[src/design/evpc_pkg.sv]
// ----------------------------------------------------------------------------
// evpc_pkg
// Shared widths, codes, payload types and clamp helpers for the eased
// viewport pan controller.
// ----------------------------------------------------------------------------
package evpc_pkg;

   localparam int COORD_BITS   = 16;
   localparam int FRAC_BITS    = 8;
   localparam int STEP_DIVISOR = 60;

   localparam int SPEED_W     = 9;
   localparam int SPEED_SHIFT = 8;
   localparam logic [SPEED_W-1:0] SPEED_ONE = SPEED_W'(1 << SPEED_SHIFT);

   // squared distance, radicand, root and long-division widths
   localparam int D2_W   = 2 * COORD_BITS + 1;
   localparam int RAD_W  = 2 * ((D2_W + 2 * FRAC_BITS + 1) / 2);
   localparam int SQ_W   = RAD_W / 2;
   localparam int NUM_W  = COORD_BITS + SQ_W + 1;
   localparam int CNT_W  = $clog2(NUM_W + 1);

   // reciprocal for the speed divide; the extra 8 shift bits cover a
   // divisor of up to 255 over a dividend of SQ_W bits
   localparam int DIV_SHIFT = SQ_W + 8;
   localparam int RECIP_W   = DIV_SHIFT + 1 - $clog2(STEP_DIVISOR);
   localparam logic [RECIP_W-1:0] STEP_RECIP =
      RECIP_W'(((64'd1 << DIV_SHIFT) + 64'(STEP_DIVISOR - 1)) / 64'(STEP_DIVISOR));

   localparam logic [COORD_BITS-1:0] COORD_MAX = '1;

   // command codes
   localparam logic [2:0] CMD_MOVE        = 3'd0;
   localparam logic [2:0] CMD_MOVE_CENTER = 3'd1;
   localparam logic [2:0] CMD_PAN         = 3'd2;
   localparam logic [2:0] CMD_GOTO        = 3'd3;
   localparam logic [2:0] CMD_GOTO_CENTER = 3'd4;
   localparam logic [2:0] CMD_TICK        = 3'd5;
   localparam logic [2:0] CMD_RECLAMP     = 3'd6;

   // register indexes
   localparam int CSR_AW = 5;
   localparam logic [2:0] REG_VIEW_WIDTH   = 3'd0;
   localparam logic [2:0] REG_VIEW_HEIGHT  = 3'd1;
   localparam logic [2:0] REG_BOUND_LEFT   = 3'd2;
   localparam logic [2:0] REG_BOUND_TOP    = 3'd3;
   localparam logic [2:0] REG_BOUND_WIDTH  = 3'd4;
   localparam logic [2:0] REG_BOUND_HEIGHT = 3'd5;
   localparam logic [2:0] REG_EASE_SPEED   = 3'd6;

   typedef struct packed {
      logic [2:0]            cmd;
      logic [COORD_BITS-1:0] coord_x;
      logic [COORD_BITS-1:0] coord_y;
   } req_type;

   typedef struct packed {
      logic [COORD_BITS-1:0] pos_x;
      logic [COORD_BITS-1:0] pos_y;
      logic [COORD_BITS-1:0] goal_x;
      logic [COORD_BITS-1:0] goal_y;
      logic                  at_goal;
   } rsp_type;

   typedef struct packed {
      logic [COORD_BITS-1:0] view_width;
      logic [COORD_BITS-1:0] view_height;
      logic [COORD_BITS-1:0] bound_left;
      logic [COORD_BITS-1:0] bound_top;
      logic [COORD_BITS-1:0] bound_width;
      logic [COORD_BITS-1:0] bound_height;
      logic [SPEED_W-1:0]    ease_speed;
   } cfg_type;

   // controller to datapath commands
   typedef struct packed {
      logic capture;
      logic eval;
      logic sqrt_step;
      logic scale;
      logic load_div60;
      logic div_step;
      logic velocity;
      logic product;
      logic step_axes;
      logic commit;
   } dp_cmd_type;

   // datapath to controller status
   typedef struct packed {
      logic long_tick;
      logic slot_free;
   } dp_sts_type;

   // keep a requested coordinate inside the allowed rectangle on one axis
   function automatic logic [COORD_BITS-1:0] clamp_axis(
      input logic [COORD_BITS:0]   n,
      input logic [COORD_BITS-1:0] left,
      input logic [COORD_BITS-1:0] span,
      input logic [COORD_BITS-1:0] view);
      logic [COORD_BITS+1:0] lim;
      logic [COORD_BITS+1:0] sum;
      logic [COORD_BITS+1:0] r;
      logic [COORD_BITS-1:0] res;
      lim = {2'b0, left} + {2'b0, span};
      sum = {1'b0, n} + {2'b0, view};
      if ({1'b0, n} < {2'b0, left}) begin
         r = {2'b0, left};
      end else if (sum > lim) begin
         r = (lim >= {2'b0, view}) ? (lim - {2'b0, view}) : '0;
      end else begin
         r = {1'b0, n};
      end
      res = (r > {2'b0, COORD_MAX}) ? COORD_MAX : r[COORD_BITS-1:0];
      return res;
   endfunction

   // centering offset, held at zero instead of wrapping
   function automatic logic [COORD_BITS:0] center_sub(
      input logic [COORD_BITS-1:0] c,
      input logic [COORD_BITS-1:0] view);
      logic [COORD_BITS-1:0] half;
      half = view >> 1;
      return (c > half) ? {1'b0, c - half} : '0;
   endfunction

endpackage

[src/design/evpc_ctrl.sv]
// ----------------------------------------------------------------------------
// evpc_ctrl
// Sequencer: walks one request through evaluate, root, speed divide,
// axis divides and commit; only a stepping tick runs the root and divides.
// ----------------------------------------------------------------------------
module evpc_ctrl (
   input  logic                 clock,
   input  logic                 reset,
   input  logic                 req_valid,
   output logic                 req_ready,
   output evpc_pkg::dp_cmd_type cmd,
   input  evpc_pkg::dp_sts_type sts
);

   typedef enum logic [9:0] {
      S_IDLE  = 10'b00_0000_0001,
      S_EVAL  = 10'b00_0000_0010,
      S_SQRT  = 10'b00_0000_0100,
      S_SCALE = 10'b00_0000_1000,
      S_LD60  = 10'b00_0001_0000,
      S_VEL   = 10'b00_0010_0000,
      S_PROD  = 10'b00_0100_0000,
      S_DIV   = 10'b00_1000_0000,
      S_STEP  = 10'b01_0000_0000,
      S_OUT   = 10'b10_0000_0000
   } state_type;

   state_type state_ff, state_in;
   logic [evpc_pkg::CNT_W-1:0] cnt_ff, cnt_in;

   // next state and step counter
   always_comb begin
      state_in = state_ff;
      cnt_in   = cnt_ff;
      cmd      = '0;
      case (state_ff)
         S_IDLE: begin
            cmd.capture = req_valid;
            if (req_valid) begin
               state_in = S_EVAL;
            end
         end
         S_EVAL: begin
            cmd.eval = 1'b1;
            if (sts.long_tick) begin
               state_in = S_SQRT;
               cnt_in   = evpc_pkg::CNT_W'(evpc_pkg::SQ_W);
            end else begin
               state_in = S_OUT;
            end
         end
         S_SQRT: begin
            cmd.sqrt_step = 1'b1;
            cnt_in = cnt_ff - 1'b1;
            if (cnt_ff == evpc_pkg::CNT_W'(1)) begin
               state_in = S_SCALE;
            end
         end
         S_SCALE: begin
            cmd.scale = 1'b1;
            state_in  = S_LD60;
         end
         S_LD60: begin
            cmd.load_div60 = 1'b1;
            state_in = S_VEL;
         end
         S_VEL: begin
            cmd.velocity = 1'b1;
            state_in = S_PROD;
         end
         S_PROD: begin
            cmd.product = 1'b1;
            state_in = S_DIV;
            cnt_in   = evpc_pkg::CNT_W'(evpc_pkg::NUM_W);
         end
         S_DIV: begin
            cmd.div_step = 1'b1;
            cnt_in = cnt_ff - 1'b1;
            if (cnt_ff == evpc_pkg::CNT_W'(1)) begin
               state_in = S_STEP;
            end
         end
         S_STEP: begin
            cmd.step_axes = 1'b1;
            state_in = S_OUT;
         end
         S_OUT: begin
            // hold until the result register is free
            cmd.commit = sts.slot_free;
            if (sts.slot_free) begin
               state_in = S_IDLE;
            end
         end
         default: begin
            state_in = S_IDLE;
         end
      endcase
   end

   always_ff @(posedge clock) begin
      if (reset) begin
         state_ff <= S_IDLE;
         cnt_ff   <= '0;
      end else begin
         state_ff <= state_in;
         cnt_ff   <= cnt_in;
      end
   end

   assign req_ready = (state_ff == S_IDLE);

   sqrt_runs: assert property (@(posedge clock) disable iff (reset)
      (state_ff == S_SQRT || state_ff == S_DIV) |-> cnt_ff != '0)
      else $error("iteration counter empty in an iterating state");

   commit_ok: assert property (@(posedge clock) disable iff (reset)
      cmd.commit |-> sts.slot_free)
      else $error("commit while the result register is occupied");

   long_only_tick: assert property (@(posedge clock) disable iff (reset)
      (state_ff == S_EVAL && sts.long_tick) |=> state_ff == S_SQRT)
      else $error("long tick did not enter the root iteration");

endmodule

[config.mk]
export PLATFORM = sky130hd
export DESIGN_NAME = evpc_ctrl
export DESIGN_NICKNAME = d
export VERILOG_FILES = /design/src/design/evpc_pkg.sv /design/src/design/evpc_ctrl.sv
export SDC_FILE = /design/constraint.sdc
export NUM_CORES = 1
export LEC_CHECK = 0
export ABC_CLOCK_PERIOD_IN_PS = 2150
export BUFFER_PORTS_ARGS = -buffer_cell sky130_fd_sc_hd__buf_2
export CORE_MARGIN = 3
export CORE_UTILIZATION = 35
export CTS_CLUSTER_DIAMETER = 100
export DETAILED_ROUTE_END_ITERATION = 12
export GPL_TIMING_DRIVEN = 0
export HOLD_SLACK_MARGIN = 0.1
export PLACE_DENSITY_LB_ADDON = 0.08
export SLEW_MARGIN = 30
export SYNTH_ARGS = -nofsm -noshare
export SYNTH_HDL_FRONTEND = slang
export SYNTH_SLANG_ARGS = --single-unit
[constraint.sdc]
create_clock -name clock -period 2.15 [get_ports clock]
set_clock_uncertainty 0.15 [all_clocks]
set_input_delay 0.43 -clock clock [delete_from_list [all_inputs] [get_ports clock]]
set_output_delay 0.43 -clock clock [all_outputs]
set_load 0.02 [all_outputs]
==> results by group, run 1 <==
Synth
  • Netlist cell types: 33
  • Top_reg_cell synth: dfxtp_1
  • Post-synthesis sequential area ratio: between 30% and 40%
  • Cell Area, Synth: about 960 um2
  • Net Count, Synth: 132
  • Post-synth ARST share: 0%
  • Area leader, netlist: dfxtp_1
  • Synth top area share: about a third
  • Post-synth EDFFs: 0
  • Synth Register Bits: 16
  • Mean post-synth cell area: a little under 8 um2
  • Post-synthesis cell count: between 100 and 150
  • Most frequent cell after synthesis: dfxtp_1
  • Synth warn: 0
  • Synth cell count leaders: dfxtp_1, nor2_1, nor3_1
  • Top cells by area, synth: dfxtp_1, nor3_1, nor2_1, a21oi_1, and3_1

Final layout
  • Fin nets: between 150 and 200
  • Post-route cell area: roughly 1400 um2
  • Multi-input gate area: about 660 um2
  • Area growth syn-to-layout: 41.3%
  • # fillers: around 240
  • N_diodes: 0
  • Reg area: 338 um2
  • Share of cells above drive strength 1: between 30% and 40%

Worst setup path
  • Critical path fanouts, max: 4
  • Crit path launch type: flop
  • Critical path class: flop to output pin
  • Crit end category: output pin
  • Crit path required time: around 1600 ps
  • Worst EP arrival: approximately 1700 ps

STA
  • Relative slew slack: 67.5%
  • Worst slew pin tran: just under 500 ps
  • Hold Violations, Final: 0
  • Fmax: 0.438 GHz
  • Tcrit/Tclk final: 106%
  • Fin Hold WS: between 150 and 200 ps
  • Max Slew Vio Count: 0
  • Min cycle time layout: approximately 2300 ps
  • RSZ-0062 raised after global routing: true
  • Final setup margin: -132 ps
  • Final setup violation count: 3

CTS
  • Number of hold buffers added after CTS: 0
  • Clock tree buffer depth: 2
  • CTS tree: built
  • CTS Buf Count: 3
  • Clk sink count: 16
  • CTS Root Buffer Type: clkbuf_4
  • H-tree depth: 1
  • Worst-path clk slew: 100 ps
  • Clock Latency Late Sink: slightly below 300 ps

Placement
  • Hpwl dp: around 1800 um
  • DP Area: roughly 1100 um2
  • Global placement routability congestion: about 0.83
  • Port Buffer Count: 15

Run status
  • Status: complete, but fails checks
  • Failing checks: negative setup slack

Routing
  • Post-DRT Antenna Nets: 0
  • Total Routed Length: between 2000 and 3000 um
  • Drt initial violations: 41
  • DR vias/cell: roughly 5.5
  • DRC: 0
  • Vias after detailed routing: around 1.0k
  • DR pass1 iterations: 4
  • Drt wl/cell: approximately 15 um

Floorplanning
  • Die Height: a little under 60 um
  • Core Rows: 18
  • Initial Util: 37.8%
  • Boundary pin count: 16
  • Die area: 3410 um2
  • Core Area: approximately 2500 um2
  • DIE WIDTH: a little under 60 um

GRT
  • Largest net degree at the start of global routing: 11
  • Number of global-route vias before repair: around 940
  • First-pass GRT wire length: 4290 um
  • Initial antenna violation count: 0
  • Total track usage: around 16%
  • Grt ovf: 0

Flow run
  • # Max-Cap Violations: 0

Power and ir drop
  • Leak pwr: roughly 0.00060 uW
  • PD cells: about 520 nW/um2
  • Total power: about 700 uW
  • Worst IR drop on VDD: around 0.00035 V

Hold path
  • Worst hold path type: primary input to flop
## layout make-up
type | count | area share [%]
multi-input cells | 93 | 48.6
flip-flops and latches | 16 | 24.9
repair buffers | 33 | 17.0
well taps | 30 | 2.76
clock buffers | 4 | 2.67
inverters | 9 | 2.49
plain buffers | 3 | 1.66
## metal layers
layer | wire, um | vias up | part of all wire (%) | GRT usage, %
met5 | 0 | - | 0 | 0
met4 | 23 | 0 | 0.83 | 6.95
met3 | 109 | 4 | 4.0 | 2.41
met2 | 1280 | 21 | 46 | 23.0
met1 | 1350 | 498 | 49 | 24.3
li1 | - | 520 | - | -
## cell families after synthesis
| kind of cell | synth area share [%] |
|---|---|
| AOI/OAI and AO/OA | 15.6 |
| xor gates and xnor gates | 3.65 |
| adders and majority gates | 2.60 |
| buffers and inverters | 7.03 |
| DFF | 33.3 |
| and+or+nand+nor | 37.8 |
## path summary, 6_finish.rpt
kind / from / to / slack, ps / cells past startpoint
worst max register to register: state_ff[4] / state_ff[0] / 70 / 5
worst max-delay path: state_ff[4] / cmd[2] / -130 / 5
worst min-delay path: reset / state_ff[4] / 170 / 2
worst min register to register: cnt_ff[5] / cnt_ff[5] / 340 / 2
## worst max-delay path, cell delays in order (launching register included)
cell	delay [ps]
dfxtp_4	380
or4_4	560
nor3_4	160
nand3_2	120
inv_2	90
buf_6	110
## state kept, by name (all words and copies together) (netlist names)
| name | flops |
|---|---|
| state_ff | 10 |
| cnt_ff | 6 |
## layout by cell type, fill, tap and decap left out, types with 2 or more instances in the layout
| cell type | Yosys | layout |
|---|---|---|
| buf_4 | 0 | 21 |
| nor2_1 | 14 | 14 |
| buf_2 | 0 | 10 |
| inv_1 | 9 | 8 |
| a21oi_1 | 9 | 8 |
| dfxtp_1 | 16 | 8 |
| o21ai_0 | 6 | 6 |
| nor3_4 | 0 | 5 |
| and3_1 | 6 | 5 |
| nand2b_1 | 5 | 5 |
| nor3_1 | 12 | 5 |
| dfxtp_2 | 0 | 5 |
| nand3_1 | 5 | 4 |
| clkbuf_4 | 0 | 4 |
| nand4_1 | 4 | 4 |
| xor2_1 | 4 | 4 |
| nor4_1 | 3 | 3 |
| buf_6 | 1 | 3 |
| dfxtp_4 | 0 | 3 |
| nor3_2 | 0 | 2 |
| and4_1 | 2 | 2 |
| nand3b_1 | 2 | 2 |
| a311oi_1 | 2 | 2 |
| ha_1 | 2 | 2 |
## metrics by stage
stage | worst slack, ps | utilization (%) | TNS, ps | cells
floorplan | 105 | - | 0 | 125
global placement | -69.9 | 42.2 | -69.9 | 170
detailed placement | -73.4 | 42.2 | -100 | 170
CTS | -185 | 47.6 | -753 | 177
global route | -189 | 53.3 | -691 | 188
finish | -132 | 53.3 | -205 | 188
## report_power, final
group          internal (uW)  switching [uW]
registers                303            16.5
logic                   85.1            93.9
clock network            103            98.4
## what timing repair did
action,CTS,global route
buffers inserted,7,11
setup endpoints to repair,12,15
gates resized for setup,18,22
pin swaps,3,5
Note: power is estimated with default switching activity, not from simulation.
==> run 2, diff against run 1 <==
--- a/config.mk
+++ b/config.mk
@@ -13,7 +13,6 @@
 export DETAILED_ROUTE_END_ITERATION = 12
 export GPL_TIMING_DRIVEN = 0
 export HOLD_SLACK_MARGIN = 0.1
-export PLACE_DENSITY_LB_ADDON = 0.08
 export SLEW_MARGIN = 30
 export SYNTH_ARGS = -nofsm -noshare
 export SYNTH_HDL_FRONTEND = slang
==> run 2 against run 1 <==
The flow still finishes with violations (negative setup slack). Clock power down 16%. Sequential share of layout area up 0.092 points. Fmax down 1.4%. Critical path depth unchanged. Non-clock buffer count down 2. Final cell count down 1.6%. Highest routed layer unchanged.
==> results by group, run 2 (synthesis results as in run 1) <==
CTS
  • Clk sink count: 16 (unchanged)
  • Clock tree buffer depth: 2 (unchanged)
  • CTS Root Buffer Type: clkbuf_4 (unchanged)
  • Clock Latency Late Sink: 300 ps (was 290 ps)
  • CTS Buf Count: 3 (unchanged)
  • H-tree depth: 1 (unchanged)
  • Worst-path clk slew: 110 ps (was 100 ps)
  • CTS tree: built (unchanged)
  • Number of hold buffers added after CTS: 0 (unchanged)

Placement
  • Port Buffer Count: 15 (unchanged)
  • Global placement routability congestion: 0.834 (was 0.827)
  • Placed Cells: 170 (unchanged)
  • DP Area: 1070 um2 (unchanged)
  • Hpwl dp: 1870 um (was 1820 um)
  • Worst slack, placed: -98.2 ps (was -73.4 ps)

Final layout
  • Area growth syn-to-layout: 40.8% (was 41.3%)
  • Most common cell after layout, fill and taps aside: buf_4 (unchanged)
  • Top Registers: state_ff (10), cnt_ff (6) (unchanged)
  • # fillers: 261 (was 241)
  • Post-route cell area: 1350 um2 (was 1360 um2)
  • N_diodes: 0 (unchanged)
  • Fin nets: 164 (was 166)
  • Share of cells above drive strength 1: 39.4% (was 39.9%)
  • Max reg flops: 10 (unchanged)
  • Top reg by flops: state_ff (unchanged)
  • Most frequent cells in the layout: buf_4, nor2_1, a21oi_1 (was buf_4, nor2_1, buf_2)
  • Final Non-Filler Cells: 185 (was 188)

Routing
  • Total Routed Length: 2790 um (was 2760 um)
  • Drt wl/cell: 15.1 um (was 14.7 um)
  • Vias after detailed routing: 1034 (was 1043)
  • Post-DRT Antenna Nets: 0 (unchanged)
  • DR pass1 iterations: 4 (unchanged)
  • DRC: 0 (unchanged)
  • DR vias/cell: 5.59 (was 5.55)
  • Drt initial violations: 29 (was 41)

Hold path
  • Hold_sp: reset (unchanged)
  • Worst hold path type: primary input to flop (unchanged)

Worst setup path
  • Crit path required time: 1570 ps (about the same)
  • Worst EP arrival: 1730 ps (was 1700 ps)
  • Crit. Startpoint: state_ff[3] (was state_ff[4])
  • Critical path class: flop to output pin (unchanged)
  • Critical Path, Cell by Cell: or4_4, nor3_4, nand3_2, inv_2, buf_6 (unchanged)
  • Critical path fanouts, max: 3 (was 4)
  • CP max stage delay: 570 ps (was 560 ps)
  • CP max stage cell: or4_4 (unchanged)
  • Worst R2R Start: state_ff[3] (was state_ff[4])
  • WP buf/inv: 2 (unchanged)
  • Crit path launch type: flop (unchanged)
  • Crit end category: output pin (unchanged)
  • Cell family with most CP delay: simple AND/OR/NAND/NOR gates (unchanged)

Floorplanning
  • Initial Util: 37.8% (unchanged)
  • Die area: 3410 um2 (unchanged)
  • Boundary pin count: 16 (unchanged)
  • Die Height: 58.4 um (unchanged)
  • Core Area: 2540 um2 (unchanged)
  • DIE WIDTH: 58.4 um (unchanged)
  • Core Rows: 18 (unchanged)

GRT
  • Grt ovf: 0 (unchanged)
  • Initial antenna violation count: 0 (unchanged)
  • First-pass GRT wire length: 4670 um (was 4290 um)
  • Number of global-route vias before repair: 1001 (was 942)
  • Largest net degree at the start of global routing: 11 (unchanged)
  • Total track usage: 17.8% (was 16.3%)

STA
  • Relative slew slack: 69.2% (was 67.5%)
  • Min cycle time layout: 2310 ps (was 2280 ps)
  • Setup tns final: -263 ps (was -205 ps)
  • Final setup violation count: 3 (unchanged)
  • Fin Hold WS: 185 ps (was 175 ps)
  • RSZ-0062 raised after global routing: true (unchanged)
  • Final setup margin: -164 ps (was -132 ps)
  • Worst slew pin tran: 462 ps (was 488 ps)
  • Tcrit/Tclk final: 108% (was 106%)
  • Fmax: 0.432 GHz (was 0.438 GHz)
  • Hold Violations, Final: 0 (unchanged)
  • Max Slew Vio Count: 0 (unchanged)

Power and ir drop
  • Sw power: 212 uW (was 209 uW)
  • Seq pwr share: 47.8% (was 45.7%)
  • Comb pwr share: 27.1% (was 25.6%)
  • Leak pwr: 0.000593 uW (was 0.000603 uW)
  • Pint: 456 uW (was 491 uW)
  • Clock power share: 25.1% (was 28.8%)
  • PD cells: 494 nW/um2 (was 516 nW/um2)
  • Worst IR drop on VDD: 0.000466 V (was 0.000346 V)
  • Sw Share: 31.7% (was 29.8%)

Run status
  • Status: complete, but fails checks (unchanged)
  • Failing checks: negative setup slack (unchanged)

Flow run
  • # Max-Cap Violations: 0 (unchanged)
## run 2: final cells by class
type | instances | area (um2) | area share, %
multi-input combinational | 93 | 667 | 49.3
buffer | 3 | 22.5 | 1.67
tap | 30 | 37.5 | 2.78
inverter | 9 | 33.8 | 2.50
sequential | 16 | 338 | 25.0
clock buffer | 3 | 22.5 | 1.67
timing repair buffer | 31 | 231 | 17.1
## run 2: metrics by stage
stage	power, uW	util (%)
3_3_place_gp	451	42.2
2_1_floorplan	416	-
5_1_grt	710	53.1
6_report	669	53.1
3_5_place_dp	453	42.2
4_1_cts	648	48.9
## run 2: per-layer routing
metal,GRT usage (%),share of wire (%)
met1,21.5,42
met3,4.61,3.9
met4,4.97,1.6
met2,30.9,53
met5,0,0
## run 2: worst paths after layout
path | depth (start not counted) | end | slack [ps]
hold / removal | 2 | state_ff[4] | 190
setup reg to reg | 5 | state_ff[0] | 0
setup / recovery | 5 | cmd[2] | -160
hold reg to reg | 2 | cnt_ff[5] | 340
## run 2: what timing repair did
action	4_1_cts	5_1_grt
pin swaps	6	4
gates resized for setup	25	21
endpoints found under the setup margin	12	18
buffers inserted	10	6
gates cloned	0	0
## run 2: power by group through the flow
stage	clock [uW]	sequential [uW]	combinational, uW
floorplan	0	321	94.8
global placement	0	323	128
detailed placement	0	323	130
CTS	173	320	155
global route	188	322	199
finish	168	320	181
==> run 3, diff against run 2 <==
--- a/config.mk
+++ b/config.mk
@@ -8,11 +8,12 @@
 export ABC_CLOCK_PERIOD_IN_PS = 2150
 export BUFFER_PORTS_ARGS = -buffer_cell sky130_fd_sc_hd__buf_2
 export CORE_MARGIN = 3
-export CORE_UTILIZATION = 35
+export CORE_UTILIZATION = 49
 export CTS_CLUSTER_DIAMETER = 100
 export DETAILED_ROUTE_END_ITERATION = 12
 export GPL_TIMING_DRIVEN = 0
 export HOLD_SLACK_MARGIN = 0.1
+export PLACE_DENSITY = 0.74
 export SLEW_MARGIN = 30
 export SYNTH_ARGS = -nofsm -noshare
 export SYNTH_HDL_FRONTEND = slang
==> run 3 against run 2 <==
The run still ends with negative setup slack left. Cell area decreased by 2.5%. Critical endpoint unchanged. Clock power rose by 20%. Clock-buffer cell count is 1 higher. Hold slack worse by 8.0 ps. Combinational power shrank 6%. Total power is 3.1% higher. Final cell count fell by 4.3%.
==> results by group, run 3 (synthesis results as in run 1) <==
Routing
  • DR pass1 iterations: 4 (unchanged)
  • Total Routed Length: 2830 um (was 2790 um)
  • Vias after detailed routing: 1071 (was 1034)
  • DR vias/cell: 6.05 (was 5.59)
  • Post-DRT Antenna Nets: 0 (unchanged)
  • Drt wl/cell: 16.0 um (was 15.1 um)
  • DRC: 0 (unchanged)
  • Drt initial violations: 29 (unchanged)

Worst setup path
  • Critical path class: flop to output pin (unchanged)
  • CP max stage cell: or4_4 (unchanged)
  • Critical Path, Cell by Cell: or4_4, nor3_4, nand3_2, inv_2, buf_6 (unchanged)
  • RR Endpoint: cnt_ff[5] (was state_ff[0])
  • Worst EP arrival: 1720 ps (was 1730 ps)
  • Crit end category: output pin (unchanged)
  • Setup slack, reg-to-reg: 30 ps (was 0 ps)
  • Worst R2R Start: state_ff[4] (was state_ff[3])
  • Worst setup path endpoint: cmd[2] (unchanged)
  • Crit path launch type: flop (unchanged)
  • CP max stage delay: 570 ps (about the same)
  • Crit. Startpoint: state_ff[4] (was state_ff[3])
  • Reg2reg path depth: 6 (was 5)
  • Critical path fanouts, max: 3 (unchanged)
  • Crit path required time: 1570 ps (about the same)

Final layout
  • Most common cell after layout, fill and taps aside: nor2_1 (was buf_4)
  • Share of cells above drive strength 1: 39.5% (was 39.4%)
  • Fin nets: 160 (was 164)
  • # fillers: 142 (was 261)
  • Final Non-Filler Cells: 177 (was 185)
  • Area growth syn-to-layout: 37.2% (was 40.8%)
  • Post-route cell area: 1320 um2 (was 1350 um2)
  • Most frequent cells in the layout: nor2_1, buf_4, buf_2 (was buf_4, nor2_1, a21oi_1)
  • Top reg by flops: state_ff (unchanged)
  • Fin util: 74.0% (was 53.1%)
  • N_diodes: 0 (unchanged)
  • Top Registers: state_ff (10), cnt_ff (6) (unchanged)
  • Max reg flops: 10 (unchanged)

STA
  • Max Slew Vio Count: 0 (unchanged)
  • Fmax: 0.435 GHz (was 0.432 GHz)
  • RSZ-0062 raised after global routing: true (unchanged)
  • Hold Violations, Final: 0 (unchanged)
  • Final setup violation count: 4 (was 3)
  • Min cycle time layout: 2300 ps (was 2310 ps)
  • Setup tns final: -463 ps (was -263 ps)
  • Worst slew pin tran: 464 ps (was 462 ps)
  • Tcrit/Tclk final: 107% (was 108%)
  • Final setup margin: -148 ps (was -164 ps)
  • Relative slew slack: 69.0% (was 69.2%)

CTS
  • H-tree depth: 1 (unchanged)
  • Clk sink count: 16 (unchanged)
  • Clock Latency Late Sink: 280 ps (was 300 ps)
  • Worst-path clk slew: 100 ps (was 110 ps)
  • CTS Buf Count: 3 (unchanged)
  • Clock tree buffer depth: 2 (unchanged)
  • CTS Root Buffer Type: clkbuf_4 (unchanged)
  • CTS tree: built (unchanged)

Floorplanning
  • Boundary pin count: 16 (unchanged)
  • Core Area: 1780 um2 (was 2540 um2)
  • Die Height: 50.3 um (was 58.4 um)
  • Die area: 2530 um2 (was 3410 um2)
  • Initial Util: 53.9% (was 37.8%)
  • Core Rows: 15 (was 18)
  • DIE WIDTH: 50.3 um (was 58.4 um)

Placement
  • Port Buffer Count: 15 (unchanged)
  • Worst slack, placed: -61.5 ps (was -98.2 ps)
  • DP Area: 1070 um2 (about the same)
  • Hpwl dp: 1740 um (was 1870 um)
  • Global placement routability congestion: 0.864 (was 0.834)
  • Placed Cells: 165 (was 170)

GRT
  • First-pass GRT wire length: 4400 um (was 4670 um)
  • Total track usage: 23.0% (was 17.8%)
  • Initial antenna violation count: 0 (unchanged)
  • Grt ovf: 0 (unchanged)
  • Number of global-route vias before repair: 1023 (was 1001)
  • Largest net degree at the start of global routing: 11 (unchanged)

Power and ir drop
  • Sw Share: 30.0% (was 31.7%)
  • Pint: 482 uW (was 456 uW)
  • Sw power: 207 uW (was 212 uW)
  • Leak pwr: 0.000570 uW (was 0.000593 uW)
  • Worst IR drop on VDD: 0.000356 V (was 0.000466 V)
  • Seq pwr share: 46.2% (was 47.8%)
  • PD cells: 523 nW/um2 (was 494 nW/um2)
  • Comb pwr share: 24.7% (was 27.1%)
  • Clock power share: 29.1% (was 25.1%)

Flow run
  • # Max-Cap Violations: 0 (unchanged)

Run status
  • Status: complete, but fails checks (unchanged)
  • Failing checks: negative setup slack (unchanged)

Hold path
  • Hold_sp: reset (unchanged)
  • Worst hold path type: primary input to flop (unchanged)
## run 3: how the worst min path moves through the flow
stage	endpoint	depth (start not counted)
global route	state_ff[4]	2
CTS	state_ff[4]	2
global placement	cnt_ff[5]	2
detailed placement	cnt_ff[5]	2
floorplan	cnt_ff[5]	2
finish	state_ff[4]	2
## run 3: cell type report
class / count / area, um2 / share of cell area (%)
Buffer: 3 / 20.0 / 1.52
Multi-Input combinational cell: 93 / 671 / 50.9
Inverter: 9 / 33.8 / 2.56
Clock buffer: 4 / 36.3 / 2.75
Tap cell: 25 / 31.3 / 2.37
Timing Repair Buffer: 27 / 193 / 14.6
Sequential cell: 16 / 334 / 25.3
## run 3: critical path, delay by kind of cell (launching register included)
family	cells	cell delay (ps)
simple gates	3	860
flops	1	360
buf+inv	2	220
## run 3: repair_timing
action / 4_1_cts / 5_1_grt
hold buffers: 0 / 0
gates cloned: 0 / 1
buffers inserted: 7 / 4
resized for setup: 27 / 16
endpoints found under the setup margin: 11 / 15
pin swaps: 8 / 6
endpoints found under the hold margin: 0 / 0
## run 3: per-layer routing
metal	part of all wire (%)	global-route usage, %	vias to the layer above	wire length (um)
met4	3.9	13.4	0	111
met2	46	37.0	58	1310
li1	-	-	505	-
met5	0	0	-	0
met3	6.7	4.15	12	189
met1	43	28.4	496	1220
## run 3: power by group through the flow
| stage | logic (uW) | registers (uW) | clock network [uW] |
|---|---|---|---|
| after global placement | 124 | 323 | 0 |
| after global routing | 187 | 321 | 219 |
| final | 170 | 318 | 201 |
| after floorplan | 94.8 | 321 | 0 |
| after detailed placement | 128 | 323 | 0 |
| after CTS | 151 | 317 | 206 |
## run 3: stage by stage
| stage | hold slack [ps] | total power, uW |
|---|---|---|
| finish | 177 | 690 |
| global route | 164 | 727 |
| CTS | 173 | 674 |
| detailed placement | 320 | 452 |
| global placement | 315 | 447 |
| floorplan | 302 | 416 |
